<file path="src/design/tcphb_pkg.sv">
// Shared types, constants and checksum helpers for the IPv4/TCP header builder.
// No dependencies; imported by every module in this block.
package tcphb_pkg;

  localparam int unsigned HdrWords   = 20;
  localparam logic [16:0] MaxPayload = 17'd65495;
  localparam logic [16:0] BytesSat   = 17'h1ffff;
  localparam logic [15:0] IpVerIhl   = 16'h4500;
  localparam logic [15:0] IpTtlProto = 16'hff06;
  localparam logic [15:0] ProtoTcp   = 16'd6;
  localparam logic [15:0] TcpWindow  = 16'd1024;
  localparam logic [15:0] IpHdrLen   = 16'd20;
  localparam logic [16:0] IpTcpHdr   = 17'd40;
  localparam logic [4:0]  LastIdx    = 5'(HdrWords - 1);

  // configuration register indexes
  typedef enum logic [2:0] {
    CFG_SRC_ADDR  = 3'd0,
    CFG_DST_ADDR  = 3'd1,
    CFG_SRC_PORT  = 3'd2,
    CFG_DST_PORT  = 3'd3,
    CFG_IP_IDENT  = 3'd4
  } cfg_reg_t;

  // header word positions
  typedef enum logic [4:0] {
    W_VER_IHL = 5'd0,  W_TOT_LEN = 5'd1,  W_IDENT   = 5'd2,  W_FRAG    = 5'd3,
    W_TTL     = 5'd4,  W_IP_CSUM = 5'd5,  W_SA_HI   = 5'd6,  W_SA_LO   = 5'd7,
    W_DA_HI   = 5'd8,  W_DA_LO   = 5'd9,  W_SPORT   = 5'd10, W_DPORT   = 5'd11,
    W_SEQ_HI  = 5'd12, W_SEQ_LO  = 5'd13, W_ACK_HI  = 5'd14, W_ACK_LO  = 5'd15,
    W_OFF_FLG = 5'd16, W_WINDOW  = 5'd17, W_TCP_CSUM = 5'd18, W_URG    = 5'd19
  } hdr_word_t;

  typedef struct packed {
    logic [15:0] payload_word;
    logic [1:0]  byte_count;
    logic        last_item;
    logic [31:0] sequence_number;
    logic [31:0] ack_number;
    logic [2:0]  tcp_flags;
  } in_item_t;

  typedef struct packed {
    logic [15:0] header_word;
    logic [4:0]  word_index;
    logic        end_of_header;
    logic        length_error;
  } out_item_t;

  typedef struct packed {
    logic [31:0] source_address;
    logic [31:0] destination_address;
    logic [15:0] source_port;
    logic [15:0] destination_port;
    logic [15:0] ip_ident;
  } cfg_regs_t;

  // one finished packet handed from the accumulator to the emitter
  typedef struct packed {
    logic [15:0] payload_sum;
    logic [16:0] payload_bytes;
    logic [31:0] seq;
    logic [31:0] ack;
    logic [2:0]  flags;
  } pkt_desc_t;

  function automatic logic [19:0] ext16(input logic [15:0] x);
    return {4'd0, x};
  endfunction

  // end-around-carry fold of a wide raw sum down to 16 bits
  function automatic logic [15:0] fold20(input logic [19:0] x);
    logic [16:0] f1;
    logic [16:0] f2;
    f1 = {1'b0, x[15:0]} + {13'd0, x[19:16]};
    f2 = {1'b0, f1[15:0]} + {16'd0, f1[16]};
    return f2[15:0];
  endfunction

  // data offset 5 with FIN, PSH, ACK in their bit positions
  function automatic logic [15:0] off_flags(input logic [2:0] f);
    return {4'h5, 7'd0, f[2], f[1], 2'b00, f[0]};
  endfunction

endpackage

</file>
<file path="src/design/tcphb_accum.sv">
// Payload accumulator: running one's-complement sum and byte count.
// Hands a packet descriptor to the emitter on the last item. Uses tcphb_pkg.
module tcphb_accum import tcphb_pkg::*; (
  input  logic      clk,
  input  logic      rst_n,
  input  logic      in_valid,
  output logic      in_ready,
  input  in_item_t  in_item,
  output logic      desc_valid,
  output pkt_desc_t desc,
  input  logic      desc_take
);

  logic [15:0] sum_r, sum_nxt;
  logic [16:0] bytes_r, bytes_nxt;
  logic        desc_valid_r, desc_valid_nxt;
  pkt_desc_t   desc_r, desc_nxt;

  logic [15:0] word_m;
  logic [1:0]  cnt_c;
  logic [16:0] add_s;
  logic [17:0] add_b;
  logic        acc_ok;

  // a last item waits only while a descriptor is still pending
  assign in_ready = !in_item.last_item || !desc_valid_r || desc_take;
  assign acc_ok   = in_valid && in_ready;

  // mask the word to its valid bytes; a count of three counts as two
  always_comb begin
    cnt_c  = (in_item.byte_count == 2'd3) ? 2'd2 : in_item.byte_count;
    case (cnt_c)
      2'd0:    word_m = 16'd0;
      2'd1:    word_m = {in_item.payload_word[15:8], 8'd0};
      default: word_m = in_item.payload_word;
    endcase
    add_s = {1'b0, sum_r} + {1'b0, word_m};
    add_b = {1'b0, bytes_r} + {16'd0, cnt_c};
  end

  // next state of sum, count and descriptor
  always_comb begin
    sum_nxt        = sum_r;
    bytes_nxt      = bytes_r;
    desc_nxt       = desc_r;
    desc_valid_nxt = desc_valid_r && !desc_take;
    if (acc_ok) begin
      sum_nxt   = 16'(add_s[15:0] + {15'd0, add_s[16]});
      bytes_nxt = add_b[17] ? BytesSat : add_b[16:0];
      if (in_item.last_item) begin
        desc_nxt.payload_sum   = sum_nxt;
        desc_nxt.payload_bytes = bytes_nxt;
        desc_nxt.seq           = in_item.sequence_number;
        desc_nxt.ack           = in_item.ack_number;
        desc_nxt.flags         = in_item.tcp_flags;
        desc_valid_nxt         = 1'b1;
        sum_nxt                = 16'd0;
        bytes_nxt              = 17'd0;
      end
    end
  end

  always_ff @(posedge clk) begin
    if (!rst_n) begin
      sum_r        <= 16'd0;
      bytes_r      <= 17'd0;
      desc_valid_r <= 1'b0;
    end else begin
      sum_r        <= sum_nxt;
      bytes_r      <= bytes_nxt;
      desc_valid_r <= desc_valid_nxt;
    end
  end

  always_ff @(posedge clk) begin
    desc_r <= desc_nxt;
  end

  assign desc_valid = desc_valid_r;
  assign desc       = desc_r;

  // a take only happens on a pending descriptor
  a_take_pending: assert property (@(posedge clk) disable iff (!rst_n)
    desc_take |-> desc_valid_r)
    else $error("descriptor taken while none pending");

  // a refused item is always a last item behind a pending descriptor
  a_stall_cause: assert property (@(posedge clk) disable iff (!rst_n)
    (in_valid && !in_ready) |-> (in_item.last_item && desc_valid_r))
    else $error("input stalled without a pending descriptor");

  // state is cleared right after a last item is taken
  a_clear_after_last: assert property (@(posedge clk) disable iff (!rst_n)
    (acc_ok && in_item.last_item) |=> (sum_r == 16'd0 && bytes_r == 17'd0))
    else $error("accumulator not cleared after last item");

endmodule

</file>
<file path="src/design/tcphb_emit.sv">
// Header emitter: checksum raw sums on load, then 20 header words in order.
// Uses tcphb_pkg; configuration values come from the top level.
module tcphb_emit import tcphb_pkg::*; (
  input  logic      clk,
  input  logic      rst_n,
  input  cfg_regs_t cfg,
  input  logic      desc_valid,
  input  pkt_desc_t desc,
  output logic      desc_take,
  output logic      out_valid,
  input  logic      out_ready,
  output out_item_t out_item
);

  logic        busy_r, busy_nxt;
  logic [4:0]  cnt_r, cnt_nxt;
  logic        out_valid_r, out_valid_nxt;
  out_item_t   out_r, out_nxt;

  // packet registers loaded from the descriptor
  logic [15:0] tot_len_r;
  logic        err_r;
  logic [31:0] seq_r, ack_r;
  logic [2:0]  flags_r;
  logic [19:0] ip_raw_r, tcp_raw_r;

  logic        emit, wrap, load;
  logic        err_c;
  logic [15:0] tot_len_c, tcp_len_c;
  logic [19:0] ip_raw_c, tcp_raw_c;
  logic [15:0] word_c;

  assign emit      = busy_r && (!out_valid_r || out_ready);
  assign wrap      = emit && (cnt_r == LastIdx);
  assign load      = desc_valid && (!busy_r || wrap);
  assign desc_take = load;

  // lengths and raw checksum sums for the incoming descriptor
  always_comb begin
    err_c     = desc.payload_bytes > MaxPayload;
    tot_len_c = err_c ? 16'hffff : 16'(desc.payload_bytes + IpTcpHdr);
    tcp_len_c = tot_len_c - IpHdrLen;
    ip_raw_c  = ext16(IpVerIhl) + ext16(tot_len_c) + ext16(cfg.ip_ident)
              + ext16(IpTtlProto)
              + ext16(cfg.source_address[31:16]) + ext16(cfg.source_address[15:0])
              + ext16(cfg.destination_address[31:16])
              + ext16(cfg.destination_address[15:0]);
    tcp_raw_c = ext16(desc.payload_sum)
              + ext16(cfg.source_address[31:16]) + ext16(cfg.source_address[15:0])
              + ext16(cfg.destination_address[31:16])
              + ext16(cfg.destination_address[15:0])
              + ext16(ProtoTcp) + ext16(tcp_len_c)
              + ext16(cfg.source_port) + ext16(cfg.destination_port)
              + ext16(desc.seq[31:16]) + ext16(desc.seq[15:0])
              + ext16(desc.ack[31:16]) + ext16(desc.ack[15:0])
              + ext16(off_flags(desc.flags)) + ext16(TcpWindow);
  end

  always_ff @(posedge clk) begin
    if (load) begin
      tot_len_r <= tot_len_c;
      err_r     <= err_c;
      seq_r     <= desc.seq;
      ack_r     <= desc.ack;
      flags_r   <= desc.flags;
      ip_raw_r  <= ip_raw_c;
      tcp_raw_r <= tcp_raw_c;
    end
  end

  // header word select
  always_comb begin
    case (hdr_word_t'(cnt_r))
      W_VER_IHL:  word_c = IpVerIhl;
      W_TOT_LEN:  word_c = tot_len_r;
      W_IDENT:    word_c = cfg.ip_ident;
      W_TTL:      word_c = IpTtlProto;
      W_IP_CSUM:  word_c = ~fold20(ip_raw_r);
      W_SA_HI:    word_c = cfg.source_address[31:16];
      W_SA_LO:    word_c = cfg.source_address[15:0];
      W_DA_HI:    word_c = cfg.destination_address[31:16];
      W_DA_LO:    word_c = cfg.destination_address[15:0];
      W_SPORT:    word_c = cfg.source_port;
      W_DPORT:    word_c = cfg.destination_port;
      W_SEQ_HI:   word_c = seq_r[31:16];
      W_SEQ_LO:   word_c = seq_r[15:0];
      W_ACK_HI:   word_c = ack_r[31:16];
      W_ACK_LO:   word_c = ack_r[15:0];
      W_OFF_FLG:  word_c = off_flags(flags_r);
      W_WINDOW:   word_c = TcpWindow;
      W_TCP_CSUM: word_c = ~fold20(tcp_raw_r);
      default:    word_c = 16'd0;
    endcase
  end

  // sequencer and output register
  always_comb begin
    busy_nxt      = busy_r;
    cnt_nxt       = cnt_r;
    out_valid_nxt = out_valid_r && !out_ready;
    out_nxt       = out_r;
    if (emit) begin
      out_valid_nxt         = 1'b1;
      out_nxt.header_word   = word_c;
      out_nxt.word_index    = cnt_r;
      out_nxt.end_of_header = (cnt_r == LastIdx);
      out_nxt.length_error  = err_r;
      cnt_nxt               = wrap ? 5'd0 : 5'(cnt_r + 5'd1);
      if (wrap) busy_nxt = 1'b0;
    end
    if (load) busy_nxt = 1'b1;
  end

  always_ff @(posedge clk) begin
    if (!rst_n) begin
      busy_r      <= 1'b0;
      cnt_r       <= 5'd0;
      out_valid_r <= 1'b0;
    end else begin
      busy_r      <= busy_nxt;
      cnt_r       <= cnt_nxt;
      out_valid_r <= out_valid_nxt;
    end
  end

  always_ff @(posedge clk) begin
    out_r <= out_nxt;
  end

  assign out_valid = out_valid_r;
  assign out_item  = out_r;

  // word counter stays in the header and rests at zero when idle
  a_cnt_range: assert property (@(posedge clk) disable iff (!rst_n)
    (cnt_r <= LastIdx) && (busy_r || cnt_r == 5'd0))
    else $error("word counter out of range");

  // a new packet loads only when the previous header is done
  a_load_gap: assert property (@(posedge clk) disable iff (!rst_n)
    (load && busy_r) |-> (cnt_r == LastIdx))
    else $error("packet loaded mid-header");

  // the last word with nothing queued leaves the emitter idle
  a_idle_after_end: assert property (@(posedge clk) disable iff (!rst_n)
    (wrap && !desc_valid) |=> !busy_r)
    else $error("emitter still busy after last header word");

endmodule

</file>
<file path="src/design/tcp_ipv4_header_builder.sv">
// IPv4/TCP header builder top level: configuration registers, accumulator, emitter.
// Depends on tcphb_pkg, tcphb_accum and tcphb_emit.
// Throughput: one payload item per cycle unless a last item stalls; each header is 20 words on the output.
// A last item is registered as a descriptor, loaded into the emitter, then its first header word is registered out.
// A last item stalls only while one header is emitting and another is queued.
// Reset (synchronous, rst_n low) clears config, sums, counts and valids; no clearing pass.
module tcp_ipv4_header_builder import tcphb_pkg::*; (
  input  logic        clk,
  input  logic        rst_n,
  input  logic        in_valid,
  output logic        in_ready,
  input  in_item_t    in_item,
  output logic        out_valid,
  input  logic        out_ready,
  output out_item_t   out_item,
  input  logic        cfg_wr_en,
  input  logic [2:0]  cfg_index,
  input  logic [31:0] cfg_wdata
);

  cfg_regs_t cfg_r, cfg_nxt;
  logic      desc_valid, desc_take;
  pkt_desc_t desc;

  // register write decode; unknown indexes are dropped
  always_comb begin
    cfg_nxt = cfg_r;
    if (cfg_wr_en) begin
      unique case (cfg_reg_t'(cfg_index))
        CFG_SRC_ADDR: cfg_nxt.source_address      = cfg_wdata;
        CFG_DST_ADDR: cfg_nxt.destination_address = cfg_wdata;
        CFG_SRC_PORT: cfg_nxt.source_port         = cfg_wdata[15:0];
        CFG_DST_PORT: cfg_nxt.destination_port    = cfg_wdata[15:0];
        CFG_IP_IDENT: cfg_nxt.ip_ident            = cfg_wdata[15:0];
        default:      cfg_nxt = cfg_r;
      endcase
    end
  end

  always_ff @(posedge clk) begin
    if (!rst_n) begin
      cfg_r <= '0;
    end else begin
      cfg_r <= cfg_nxt;
    end
  end

  tcphb_accum u_accum (
    .clk        (clk),
    .rst_n      (rst_n),
    .in_valid   (in_valid),
    .in_ready   (in_ready),
    .in_item    (in_item),
    .desc_valid (desc_valid),
    .desc       (desc),
    .desc_take  (desc_take)
  );

  tcphb_emit u_emit (
    .clk        (clk),
    .rst_n      (rst_n),
    .cfg        (cfg_r),
    .desc_valid (desc_valid),
    .desc       (desc),
    .desc_take  (desc_take),
    .out_valid  (out_valid),
    .out_ready  (out_ready),
    .out_item   (out_item)
  );

endmodule

</file>
<file path="config.mk">
export PLATFORM = sky130hd
export DESIGN_NAME = tcp_ipv4_header_builder
export DESIGN_NICKNAME = d
export VERILOG_FILES = /design/src/design/tcphb_pkg.sv /design/src/design/tcphb_accum.sv /design/src/design/tcphb_emit.sv /design/src/design/tcp_ipv4_header_builder.sv
export SDC_FILE = /design/constraint.sdc
export NUM_CORES = 1
export LEC_CHECK = 0
export BUFFER_PORTS_ARGS = -buffer_cell sky130_fd_sc_hd__buf_2
export CORE_MARGIN = 2
export CORE_UTILIZATION = 30
export DETAILED_ROUTE_END_ITERATION = 6
export GPL_ROUTABILITY_DRIVEN = 0
export PLACE_DENSITY = 0.46
export SLEW_MARGIN = 20
export SYNTH_ARGS = -nofsm -noshare
export SYNTH_HDL_FRONTEND = slang
export SYNTH_HIERARCHICAL = 1
export SYNTH_SLANG_ARGS = --single-unit
export TNS_END_PERCENT = 30
</file>
<file path="constraint.sdc">
create_clock -name clk -period 60.6 [get_ports clk]
set_input_delay 12.12 -clock clk [delete_from_list [all_inputs] [get_ports clk]]
set_output_delay 12.12 -clock clk [all_outputs]
set_load 0.05 [all_outputs]
</file>
==> flow_metrics.tcl, run 1 <==
set metrics [dict create \
    grtUsageTotal_pct 17.7 \
    fmax_mhz 37.1 \
    drv_cap 0 \
    grt.overflow.total 0 \
    syn_inst 2333 \
    drive_gt1_share_pct 12.2 \
    arrival_ns 14.83 \
    synth.most_common_cell "inv_1" \
    core_area_sq_mm 0.0853 \
    wire_per_inst_um 21.5 \
    synth_commonest_cells "inv_1, edfxtp_1, nand2_1" \
    synth-async-reset-ratio_pct 0 \
    antenna_found_initial 1 \
    avgSynthCellArea_sq_um 11.1 \
    finClkSkew_ns 0.0163 \
    seq_area_frac_synth_pct 40.5 \
    setup.worst_path.class "input port to primary output" \
    drcViolationCount 0 \
    grt_pass1_wl_um 119000 \
    numCtsBuffers 47 \
    cts_buffer_depth 3 \
    synthFlopType "edfxtp_1" \
    dp_slack_ns 33.64 \
    final_max_slew_viol_count 0 \
    crit_fanout 33 \
    clkSinkCount 400 \
    fin_crit_sh_pct 44.5 \
    power_leakage_nw 12.3 \
    vias 18096 \
    initial_core_util_pct 30.3 \
    yosys_warnings 6 \
    rsz0062_at_grt "false" \
    htree_levels 2 \
    hold_viol 0 \
    worst_slack_ns 33.65 \
    dr.pass1.iters 7 \
    diodes 0 \
    grt_max_degree 80 \
    vias_per_cell 4.94 \
    irDropWorstVdd_mv 0.0228 \
    yosysTopAreaCellShare_pct 28.7 \
    path_clk_slew_ns 0.06 \
    setup_violations 0 \
    cts_resized 0 \
    startpoint_type "input port" \
    final_nets 2944 \
    die_w_um 298 \
    tns_ns 0 \
    powerDensity_mw_per_mm2 33.4 \
    drt-initial-drc-count 1101 \
    dieArea_sq_mm 0.0886 \
    grt_pass1_vias 18949 \
    syn_area_sq_mm 0.0259 \
    routed_wl_um 78600 \
    required_ns 48.48 \
    yosys-top-cells-area "edfxtp_1, fa_1, dfxtp_1, ha_1, inv_1" \
    syn_nets 2797 \
    clock-root-buffer "clkbuf_16" \
    fin_crit_ns 26.95 \
    hp-class "flip-flop to flip-flop" \
    cts_tree "yes" \
    ant_nets 0 \
    placementRows 107 \
    cts_hold_buffers 0 \
    ys_types 90 \
    status "finished, final reports clean" \
    tightest_slew_ns 1.03 \
    clkLatencyLatePin_ns 0.58 \
    area.growth.synth_to_final_pct 14.3 \
    portBuffers 150 \
    boundaryPins 151 \
    ys_seq_elements 400 \
    dp_hpwl_um 60300 \
    timing.slew.headroom_pct 30.7 \
    synth_edf_count 247 \
    post-cts-setup-buffer-count 0 \
    synth.largest_area_cell "edfxtp_1" \
    die_h_um 298 \
    critPathCaptureType "primary output" \
]
[final timing paths]
kind                            depth (start not counted)                   end             start  slack [ns]
worst max register to register                         27  u_emit/tcp_raw_r[17]  u_accum/desc[70]       52.68
worst max-delay path                                   10              in_ready         out_ready       33.65
worst min register to register                          0      u_emit/ack_r[10]  u_accum/desc[13]        0.45
worst min-delay path                                    0      u_emit/ack_r[10]  u_accum/desc[13]        0.45
[layout by cell type, fill, tap and decap left out, drive strengths merged, types with 83 or more instances in the layout]
| master | n |
|---|---|
| xnor2 | 83 |
| dfxtp | 153 |
| mux2i | 112 |
| inv | 313 |
| ha | 115 |
| buf | 184 |
| edfxtp | 247 |
| fa | 223 |
| nand2 | 238 |
| nor2 | 91 |
[through the flow]
stage	total power, W	instances	hold WS [ns]	util, %	instance area [sq um]
after CTS	0.000999	3662	0.449	34.7	29600
after global routing	0.00105	3662	0.455	34.7	29600
final	0.000987	3662	0.450	34.7	29600
after global placement	0.000689	3575	0.440	32.8	27900
after floorplan	0.000599	2333	0.400	-	25900
after detailed placement	0.000694	3575	0.439	32.8	27900
[state kept, by name, summed over array words and instances, names as in the netlist, 17 cells and up]
| register | cells |
|---|---|
| u_emit/ack_r | 32 |
| u_emit/out_item | 23 |
| u_emit/ip_raw_r | 20 |
| cfg_r | 112 |
| u_accum/bytes_r | 17 |
| u_emit/seq_r | 32 |
| u_accum/desc | 100 |
| u_emit/tcp_raw_r | 20 |
[per-layer routing]
metal / global-route usage [%] / part of all wire (%) / vias up
met1: 23.8 / 45 / 9116
met2: 28.8 / 47 / 479
met3: 2.51 / 4.6 / 136
li1: - / - / 8365
met5: 0 / 0 / -
met4: 6.57 / 3.8 / 0
[cell families after synthesis]
kind of cell	count (synthesis)	share of synthesized area, %
AND/OR/NAND/NOR	602	11.5
XOR/XNOR	127	4.33
AO/OA/AOI/OAI	356	10.3
adder cells (fa/ha/maj)	338	22.8
flip-flops	400	40.5
buffers and inverters	398	6.19
multiplexers	112	4.33
[area by class of cell]
type / count / area (sq um)
fill: 8586 / 55700
clock buffer: 63 / 1340
inverter: 312 / 1170
sequential: 400 / 10500
multi-input combinational: 1535 / 13800
timing repair buffer: 184 / 1010
clock inverter: 24 / 290
tap: 1144 / 1430
[worst max-delay path, cell delays in order]
cell and delay (ns):
buf_2 0.07, nand2b_1 0.12, nand2_1 0.14, inv_1 0.77, nand2_1 0.25, a21boi_4 0.21
buf_4 0.43, nor2b_1 0.21, nand2_1 0.19, buf_2 0.29
[report_power, final]
part	leakage (nW)	internal (W)	switching, W
clock network	0.788	0.000181	0.000118
registers	3.54	0.000323	0.0000178
logic	7.97	0.000140	0.000207
Power figures use the tool's default switching activity.
==> run 2, diff against run 1 <==
- PLACE_DENSITY: 0.46 -> 0.48
- clock period: 60.6 -> 21.7 ns (I/O delays scaled with it)
==> run 2 against run 1 <==
Count of clock-buffer cells in the layout grew 6. Die area unchanged. Setup slack got worse by 24 ns. Sequential power increased to 2.8 times the previous value. Non-clock buffer count shrank 4. Clock power grew to 2.7 times the previous value. Final cell count is essentially flat. Final area is 0.17% lower.
==> flow_metrics.tcl, run 2 (same netlist as run 1, synthesis figures left out) <==
set metrics [dict create \
    ant_nets 0 \
    drcViolationCount 0 \
    powerDensity_mw_per_mm2 92.0 \
    cts_buffer_depth 3 \
    fmax_mhz 86.1 \
    p_int_w 0.00177 \
    htree_levels 2 \
    power_switching_w 0.000943 \
    crit_fanout 53 \
    cpMostUsedCell "nand2_1" \
    cts_resized 0 \
    clockPowerShare_pct 29.8 \
    dr.pass1.iters 7 \
    area.growth.synth_to_final_pct 14.1 \
    dp_hpwl_um 59100 \
    cpMaxStageDelayCell "inv_1" \
    fin_crit_sh_pct 53.5 \
    post-cts-setup-buffer-count 0 \
    core_area_sq_mm 0.0853 \
    hp-class "flip-flop to flip-flop" \
    top_register "cfg_r" \
    irDropWorstVdd_mv 0.0627 \
    hold_viol 0 \
    grt_max_degree 74 \
    drt-initial-drc-count 1269 \
    clock-root-buffer "clkbuf_16" \
    final_cell_mix "inv_1, edfxtp_1, nand2_1" \
    cts_tree "yes" \
    numCtsBuffers 49 \
    wire_per_inst_um 21.3 \
    drv_cap 0 \
    largest_reg_flops 112 \
    tightest_slew_ns 1.09 \
    dpl_cell_area_sq_mm 0.0279 \
    fin_area_sq_mm 0.0295 \
    power_leakage_nw 12.3 \
    path_clk_slew_ns 0.05 \
    startpoint_type "input port" \
    grt.overflow.total 0 \
    arrival_ns 7.28 \
    tns_ns 0 \
    die_w_um 298 \
    crit_path_cell_trace "buf_2 > nand2b_1 > nand2_1 > inv_1 > nand2_1 > a21boi_4 > buf_4 > nor2b_1 > nand2_1 > buf_2" \
    final_common_cell "inv_1" \
    finClkSkew_ns 0.0182 \
    grt_pass1_vias 19230 \
    clkLatencyLatePin_ns 0.59 \
    antenna_found_initial 5 \
    seqPwrFrac_pct 35.0 \
    fin_crit_ns 11.62 \
    drive_gt1_share_pct 12.1 \
    combPwrFrac_pct 35.2 \
    boundaryPins 151 \
    critical_path_buf_inv_count 4 \
    grt_pass1_wl_um 118000 \
    setup_violations 0 \
    vias 18053 \
    clkSinkCount 400 \
    vias_per_cell 4.93 \
    setup.worst_path.class "input port to primary output" \
    critPathCaptureType "primary output" \
    timing.slew.headroom_pct 27.3 \
    rsz0062_at_grt "false" \
    grtUsageTotal_pct 17.6 \
    p_sw_share_pct 34.7 \
    initial_core_util_pct 30.3 \
    required_ns 17.36 \
    cts_hold_buffers 0 \
    final_nets 2942 \
    placementRows 107 \
    die_h_um 298 \
    portBuffers 150 \
    routed_wl_um 77900 \
    status "finished, final reports clean" \
    final_max_slew_viol_count 0 \
    cp_top_family "buffers and inverters" \
    dieArea_sq_mm 0.0886 \
    cpPeakStageDelay_ns 0.75 \
]
[run 2: per-layer routing]
layer / wire length, um / vias to the layer above / part of all wire, % / GRT usage (%)
met2: 36100 / 564 / 46 / 28.6
met1: 34300 / 8971 / 44 / 23.4
met3: 4900 / 140 / 6.3 / 3.44
met5: 42 / - / 0.054 / 0
met4: 2480 / 8 / 3.2 / 5.59
li1: - / 8370 / - / -
[run 2: path summary, 6_finish.rpt]
kind                         start              endpoint  slack (ns)  cells after the start
setup / recovery         out_ready              in_ready       10.08                     10
hold / removal    u_accum/desc[29]      u_emit/ack_r[26]        0.45                      0
setup reg to reg  u_accum/desc[70]  u_emit/tcp_raw_r[17]       13.66                     27
hold reg to reg   u_accum/desc[29]      u_emit/ack_r[26]        0.45                      0
[run 2: area by class of cell]
type / count / area (sq um)
well taps: 1144 / 1430
fillers: 8615 / 55800
diodes: 1 / 2.50
clock buffers: 69 / 1370
inverters: 312 / 1170
clock inverters: 23 / 226
multi-input cells: 1535 / 13800
flip-flops and latches: 400 / 10500
repair buffers: 180 / 995
[run 2: power groups by stage]
stage,combinational (W),sequential (W),clock (W)
after floorplan,0.000715,0.000958,0
after global placement,0.000954,0.000967,0
after detailed placement,0.000960,0.000968,0
after CTS,0.000967,0.000952,0.000834
after global routing,0.00109,0.000957,0.000863
final,0.000955,0.000951,0.000810
[run 2: per-stage QoR]
step	setup WS [ns]	total power [W]	std cells	utilization, %	hold slack [ns]
after detailed placement	10.02	0.00193	3570	32.7	0.443
final	10.08	0.00272	3664	34.6	0.450
after global placement	10.12	0.00192	3570	32.7	0.448
after CTS	10.02	0.00275	3662	34.6	0.458
after global routing	9.83	0.00291	3663	34.6	0.459
after floorplan	0.973	0.00167	2333	-	0.400
==> run 3, diff against run 2 <==
- PLACE_DENSITY: 0.48 -> 0.46
- clock period: 21.7 -> 11.3 ns (I/O delays scaled with it)
==> run 3 against run 2 <==
Sequential cell count is the same. Non-clock buffer count did not move. Combinational power increased by 91%. First-iteration DRC count fell by 1.9%.
==> flow_metrics.tcl, run 3 (same netlist as run 1, synthesis figures left out) <==
set metrics [dict create \
    ant_nets 0 \
    top_register "cfg_r" \
    finClkSkew_ns 0.0237 \
    tns_ns 0 \
    final_common_cell "inv_1" \
    wire_per_inst_um 21.2 \
    grtUsageTotal_pct 17.6 \
    critPathCaptureType "primary output" \
    timing.slew.headroom_pct 28.9 \
    fin_crit_ns 7.55 \
    vias_per_cell 4.89 \
    cts_buffer_depth 3 \
    required_ns 9.04 \
    dieArea_sq_mm 0.0886 \
    grt_max_degree 126 \
    drv_cap 0 \
    powerDensity_mw_per_mm2 178 \
    startpoint_type "input port" \
    drcViolationCount 0 \
    final_cell_mix "inv_1, edfxtp_1, nand2_1" \
    drive_gt1_share_pct 12.1 \
    crit_fanout 125 \
    fmax_mhz 132 \
    dp_slack_ns 3.79 \
    fill_cells 8544 \
    vias 17922 \
    clkSinkCount 400 \
    htree_levels 2 \
    grt_pass1_vias 18858 \
    clkLatencyLatePin_ns 0.59 \
    post-cts-setup-buffer-count 0 \
    tightest_slew_ns 1.06 \
    hold_viol 0 \
    final_nets 2942 \
    area.growth.synth_to_final_pct 14.3 \
    core_area_sq_mm 0.0853 \
    cts_hold_buffers 0 \
    dp_hpwl_um 59400 \
    final_max_slew_viol_count 0 \
    die_h_um 298 \
    grt.overflow.total 0 \
    setup_violations 0 \
    irDropWorstVdd_mv 0.117 \
    worst_slack_ns 3.75 \
    largest_reg_flops 112 \
    routed_wl_um 77800 \
    boundaryPins 151 \
    grt_pass1_wl_um 118000 \
    hp-class "flip-flop to flip-flop" \
    diodes 0 \
    fin_crit_sh_pct 66.8 \
    arrival_ns 5.29 \
    setup.worst_path.class "input port to primary output" \
    power_w 0.00525 \
    die_w_um 298 \
    power_leakage_nw 12.3 \
    drt-initial-drc-count 1245 \
    status "finished, final reports clean" \
    numCtsBuffers 49 \
    path_clk_slew_ns 0.05 \
    dr.pass1.iters 5 \
    cts_tree "yes" \
    rsz0062_at_grt "false" \
    initial_core_util_pct 30.3 \
    cts_resized 0 \
    clock-root-buffer "clkbuf_16" \
    portBuffers 150 \
    antenna_found_initial 3 \
    placementRows 107 \
]
run 3: changes by cell type in the layout (fill, tap and decap cells not counted):
cell	previous run	this run
bufinv_16	3	6
clkbuf_1	14	9
clkbuf_8	5	2
clkinv_1	1	7
clkinv_2	12	9
clkinv_8	2	1
clkinvlp_4	3	5
diode_2	1	0
nor2_1	90	87
nor2_2	0	3
run 3: power breakdown:
part	switching [W]	internal, W
registers	0.0000923	0.00173
logic	0.00107	0.000747
clock network	0.000645	0.000962
run 3: metal layers:
| layer | GRT usage (%) | share of wire, % |
|---|---|---|
| met2 | 29.2 | 47 |
| met3 | 2.10 | 4.5 |
| met4 | 5.72 | 3.3 |
| met1 | 23.8 | 45 |
| met5 | 0 | 0.035 |
run 3: worst paths after layout:
check	slack, ns	start	end	cells after the start
max	3.75	out_ready	in_ready	10
min	0.45	u_accum/desc[20]	u_emit/ack_r[17]	0
max reg2reg	3.84	u_accum/desc[70]	u_emit/tcp_raw_r[18]	27
min reg2reg	0.45	u_accum/desc[20]	u_emit/ack_r[17]	0
run 3: area by class of cell:
| cell class | count | area, sq um | share of cell area, % |
|---|---|---|---|
| inverters | 312 | 1170 | 3.96 |
| clock buffers | 61 | 1310 | 4.44 |
| clock inverters | 30 | 323 | 1.09 |
| repair buffers | 180 | 995 | 3.36 |
| well taps | 1144 | 1430 | 4.84 |
| flip-flops and latches | 400 | 10500 | 35.4 |
| multi-input cells | 1535 | 13900 | 46.9 |
run 3: metrics by stage:
stage	utilization, %	instances	hold WS, ns	cell area, sq um
finish	34.7	3662	0.450	29600
global route	34.7	3662	0.468	29600
CTS	34.7	3662	0.456	29600
detailed placement	32.7	3571	0.440	27900
global placement	32.7	3571	0.441	27900
floorplan	-	2333	0.400	25900
run 3: critical path, cell delays in order:
cell and delay (ns):
buf_2 0.07, nand2b_1 0.13, nand2_1 0.15, inv_1 0.75
nand2_1 0.25, a21boi_4 0.24, buf_12 0.46, nor2b_1 0.21
nand2_1 0.21, buf_2 0.29
